$ cat config.mk
export PLATFORM = sky130hd
export DESIGN_NAME = sqd_ctrl
export DESIGN_NICKNAME = d
export VERILOG_FILES = /design/src/rtl/sqd_pkg.sv /design/src/rtl/sqd_ctrl.sv
export SDC_FILE = /design/constraint.sdc
export NUM_CORES = 1
export LEC_CHECK = 0
export ABC_AREA = 0
export BUFFER_PORTS_ARGS = -buffer_cell sky130_fd_sc_hd__clkbuf_2
export CORE_AREA = 2 2 39 41
export CTS_CLUSTER_DIAMETER = 50
export DETAILED_ROUTE_END_ITERATION = 8
export DIE_AREA = 0 0 41 43
export SKIP_LAST_GASP = 1
export SYNTH_ARGS = -nofsm -noshare
export SYNTH_HDL_FRONTEND = slang
export SYNTH_SLANG_ARGS = --single-unit
$ cat constraint.sdc
create_clock -name clk_i -period 2.2 [get_ports clk_i]
set_input_delay 0.33 -clock clk_i [delete_from_list [all_inputs] [get_ports clk_i]]
set_output_delay 0.33 -clock clk_i [all_outputs]
set_load 0.05 [all_outputs]
$ cat src/rtl/sqd_pkg.sv
// shared types and constants of the shortest-queue dispatcher
// used by the controller, datapath, top level and testbench; depends on nothing
package sqd_pkg;

  localparam int unsigned UNIT_W = 3;
  localparam int unsigned ID_W   = 16;
  localparam int unsigned SVC_W  = 10;
  localparam int unsigned TIME_W = 16;
  localparam logic [TIME_W-1:0] TIME_MAX = '1;

  typedef enum logic [2:0] {
    KIND_ENQUEUED = 3'd0,
    KIND_REJECTED = 3'd1,
    KIND_STARTED  = 3'd2,
    KIND_IDLE     = 3'd3,
    KIND_BUSY     = 3'd4
  } kind_e;

  typedef enum logic [1:0] {
    ST_IDLE,
    ST_ARRIVE,
    ST_TICK
  } state_e;

  // controller to datapath
  typedef struct packed {
    logic              cap;      // request accepted, snapshot fields
    logic              arrive;   // place the arrival, emit its result
    logic              serve;    // serve server 'unit', emit its result
    logic              last;     // emitted result closes the request
    logic              adv;      // advance the time
    logic              rd_en;    // read head entry of queue 'rd_unit'
    logic [UNIT_W-1:0] unit;
    logic [UNIT_W-1:0] rd_unit;
  } cmd_t;

  // datapath to controller
  typedef struct packed {
    logic out_free;
  } sts_t;

endpackage

$ cat src/rtl/sqd_ctrl.sv
// controller: sequences arrivals and the per-server walk of a tick
// depends on sqd_pkg
module sqd_ctrl #(
  parameter int unsigned NUM_QUEUES = 3
) (
  input  logic          clk_i,
  input  logic          rst_ni,
  input  logic          in_valid_i,
  output logic          in_ready_o,
  input  logic          action_i,
  input  sqd_pkg::sts_t sts_i,
  output sqd_pkg::cmd_t cmd_o
);
  import sqd_pkg::*;

  localparam logic [UNIT_W-1:0] LAST_UNIT = UNIT_W'(NUM_QUEUES - 1);

  state_e            state_q, state_d;
  logic [UNIT_W-1:0] unit_q, unit_d;

  always_ff @(posedge clk_i or negedge rst_ni) begin
    if (!rst_ni) begin
      state_q <= ST_IDLE;
      unit_q  <= '0;
    end else begin
      state_q <= state_d;
      unit_q  <= unit_d;
    end
  end

  always_comb begin
    state_d    = state_q;
    unit_d     = unit_q;
    in_ready_o = 1'b0;
    cmd_o      = '0;
    cmd_o.unit = unit_q;
    case (state_q)
      ST_IDLE: begin
        in_ready_o = 1'b1;
        if (in_valid_i) begin
          cmd_o.cap = 1'b1;
          unit_d    = '0;
          if (action_i) begin
            // fetch the head of queue 0 ahead of serving server 0
            cmd_o.rd_en   = 1'b1;
            cmd_o.rd_unit = '0;
            state_d       = ST_TICK;
          end else begin
            state_d = ST_ARRIVE;
          end
        end
      end
      ST_ARRIVE: begin
        if (sts_i.out_free) begin
          cmd_o.arrive = 1'b1;
          cmd_o.last   = 1'b1;
          state_d      = ST_IDLE;
        end
      end
      ST_TICK: begin
        if (sts_i.out_free) begin
          cmd_o.serve = 1'b1;
          if (unit_q == LAST_UNIT) begin
            cmd_o.last = 1'b1;
            cmd_o.adv  = 1'b1;
            state_d    = ST_IDLE;
          end else begin
            cmd_o.rd_en   = 1'b1;
            cmd_o.rd_unit = unit_q + UNIT_W'(1);
            unit_d        = unit_q + UNIT_W'(1);
          end
        end
      end
      default: begin
        state_d = ST_IDLE;
      end
    endcase
  end

`ifndef SYNTHESIS
  a_no_overrun: assert property (@(posedge clk_i) disable iff (!rst_ni)
    (cmd_o.arrive || cmd_o.serve) |-> sts_i.out_free)
    else $error("result issued while result register occupied");

  a_adv_on_last: assert property (@(posedge clk_i) disable iff (!rst_ni)
    cmd_o.adv |-> (cmd_o.serve && cmd_o.last && (cmd_o.unit == LAST_UNIT)))
    else $error("time advanced outside last server");

  a_serve_after_read: assert property (@(posedge clk_i) disable iff (!rst_ni)
    cmd_o.rd_en |=> (state_q == ST_TICK) && (unit_q == $past(cmd_o.rd_unit)))
    else $error("head read not followed by serve of the same server");

  a_one_op: assert property (@(posedge clk_i) disable iff (!rst_ni)
    !(cmd_o.arrive && cmd_o.serve) && !(cmd_o.cap && (cmd_o.arrive || cmd_o.serve)))
    else $error("conflicting datapath commands");
`endif

endmodule

==> reports/qor.txt <==
row cnt: 14
Yosys top cell by area: dfrtp_1
worst path arrival time: 1710 ps
DR WL/cell: 10.9 um
Setup CP Type: reg2out
critical path buffer and inverter count: 2
final wirelength: 1.00 mm
commonest non-fill, non-tap cells in the layout: clkbuf_2, nand2_1, inv_1, dfrtp_1
cell area after synthesis: 443 sq um
Initial Utilization: 32.0%
slew margin rel.: 76.4%
CP Launch Type: flop
RSZ-0062 raised after global routing: yes
sw frac: 56.8%
port bufs: 17
grt met3 use: 4.71%
die height: 43 um
Setup violations, final: 0
H-tree levels: 1
Mapped Cells: 54
Crit-path slowest cell: dfrtp_1
clock share of power: 12.6%
synth top area cells: dfrtp_1, ha_1, nand2_1, o211ai_1, inv_1
sequential power share: 20.1%
most common cell after layout, fill and taps aside: clkbuf_2
core area: 0.00138 sq mm
Final HPWL DP: 836 um
global route overflow: 0
TritonCTS buffer count: 3
Setup WS post-layout: 158 ps
DRC: 0
Worst-Margin Slew: 353 ps
status: finished clean
static leakage: 0.296 nW
Comb pwr share: 67.2%
worst reg-to-reg setup slack: 570 ps
CP peak stage delay: 430 ps
min Tclk post-route: 2040 ps
synth unique cells: 26
Slew Limit Fails: 0
placer's final routability congestion estimate: 0.691
power per standard cell area: 1380 mW/mm^2
Setup WS pre-CTS: 390 ps
antenna violations before repair: 0
Worst Min Path Start: action_i
Post-DRT Antenna Nets: 0
syn nets: 64
share of post-route cells with drive strength above 1: 35.5%
Psw: 468 uW
reg2reg start: unit_q[0]$_DFFE_PN0P_
CTS sink cnt: 5
hold path endpoint: state_q[1]$_DFFE_PN0P_
pin count of the biggest net entering global routing: 8
post-route cell area: 597 sq um
Synth Warn #: 0
die area: 0.00176 sq mm
synthesized area per cell: 8.20 sq um
vias per cell: 4.96
Die Span X: 41 um
Nets: 87
max cap viols: 0
met2 Use GR: 21.6%
Ports: 18
first-pass GRT wire length: 1.60 mm
CP delay by family, top: simple AND/OR/NAND/NOR gates
vias in the first global route: 389
Final Cycle Share: 92.8%
sequential fraction of the synthesis area: 28.2%
TritonCTS clock tree: built
DRT iter0 DRCs: 10
worst min path class: in2reg
Min Hold Slack: 385 ps
crit end category: output port
Pre-antenna DRT Iters: 4
Worst R2R End: unit_q[2]$_DFFE_PN0P_
worst skew pair latency: 240 ps
maximum clock path buffer count: 2
R2R depth: 6
Diodes inserted: 0
most used routing layer: met2
Yosys top cell area share: 28.2%
met1 usage: 15.7%
Internal: 357 uW
Req. time, crit path: 1870 ps
GRT Overall Usage: 13.9%
hold path cells: 3
Hold Fails Final Rpt: 0
Setup Skew: 4.07 ps
Worst VDD drop: 658 uV
worst path cell trace: inv_1, ha_1, nand2b_1, nand3_1, nor2_1, buf_2
Synth Register Bits: 5
f_max: 0.490 GHz
placed cell areas: 561 sq um
Worst Path Max Fanout: 7
CTS root buf: clkbuf_4
clock-pin slew on the worst setup and hold paths: 40 ps
DR vias: 456
Layout area overhead: 34.7%
[logic make-up (layout without fill, tap and decap cells)]
family                     Yosys count  after routing  synth area share [%]
AOI/OAI and AO/OA                   12             12                  18.1
DFF                                  5              5                  28.2
buffers and inverters                5             27                  4.24
adders and majority gates            5              5                  14.1
and+or+nand+nor                     25             25                  31.1
muxes                                1              1                  2.26
xor gates and xnor gates             1              1                  1.98
[worst reg2reg max path, cell delays in order (launching register included)]
cell and delay, ps:
dfrtp_1 430, inv_1 80, ha_1 170, nor2b_1 310, nor4_1 90, or3_1 320, o21a_1 110
[timing repair]
action,CTS,global route
hold buffers,1,0
setup buffers,0,0
endpoints found under the hold margin,5,0
endpoints found under the setup margin,0,2
gates resized for setup,0,2
[layout make-up]
type,count,area (sq um)
fillers,151,787
multi-input cells,44,312
flip-flops and latches,5,125
repair buffers,18,95.1
clock buffers,4,26.3
well taps,16,20.0
inverters,5,18.8
[power by group through the flow]
| stage | logic [mW] | clock network, mW | registers (mW) |
|---|---|---|---|
| detailed placement | 0.557 | 0 | 0.168 |
| floorplan | 0.386 | 0 | 0.225 |
| finish | 0.555 | 0.104 | 0.166 |
| global placement | 0.555 | 0 | 0.169 |
| global route | 0.603 | 0.115 | 0.173 |
| CTS | 0.561 | 0.109 | 0.167 |
[flip-flops by register name, summed over array words and instances (netlist names)]
signal,count
state_q,2
unit_q,3
[through the flow]
step	std cells	power, mW	setup TNS (ps)	util (%)
detailed placement	87	0.725	0	40.5
CTS	92	0.837	0	43.1
global placement	87	0.724	0	40.5
global route	92	0.891	-0.584	43.1
floorplan	54	0.611	-138	-
finish	92	0.825	0	43.1
[worst max path at each step]
stage                                     start  cells after the start       end
after floorplan           unit_q[0]$_DFFE_PN0P_                      5  cmd_o[2]
after global placement    unit_q[0]$_DFFE_PN0P_                      6  cmd_o[2]
after detailed placement  unit_q[0]$_DFFE_PN0P_                      6  cmd_o[2]
after CTS                 unit_q[0]$_DFFE_PN0P_                      6  cmd_o[2]
after global routing      unit_q[0]$_DFFE_PN0P_                      6  cmd_o[2]
final                     unit_q[0]$_DFFE_PN0P_                      6  cmd_o[2]
[layer usage]
metal | wire [um] | part of all wire, %
met4 | 10 | 1.0
met5 | 0 | 0
met2 | 478 | 48
met3 | 69 | 6.9
met1 | 443 | 44
[synthesized netlist by cell type, drive strengths merged]
master   number
nand2         9
dfrtp         5
ha            5
inv           5
nor2          5
o211ai        3
a21oi         2
and2          2
nor2b         2
o21a          2
o21ai         2
mux2i         1
nand2b        1
nand3         1
nand3b        1
nor3          1
nor3b         1
nor4          1
o21bai        1
o22ai         1
o2bb2ai       1
or3           1
xnor2         1
(Power assumes the default switching activity.)
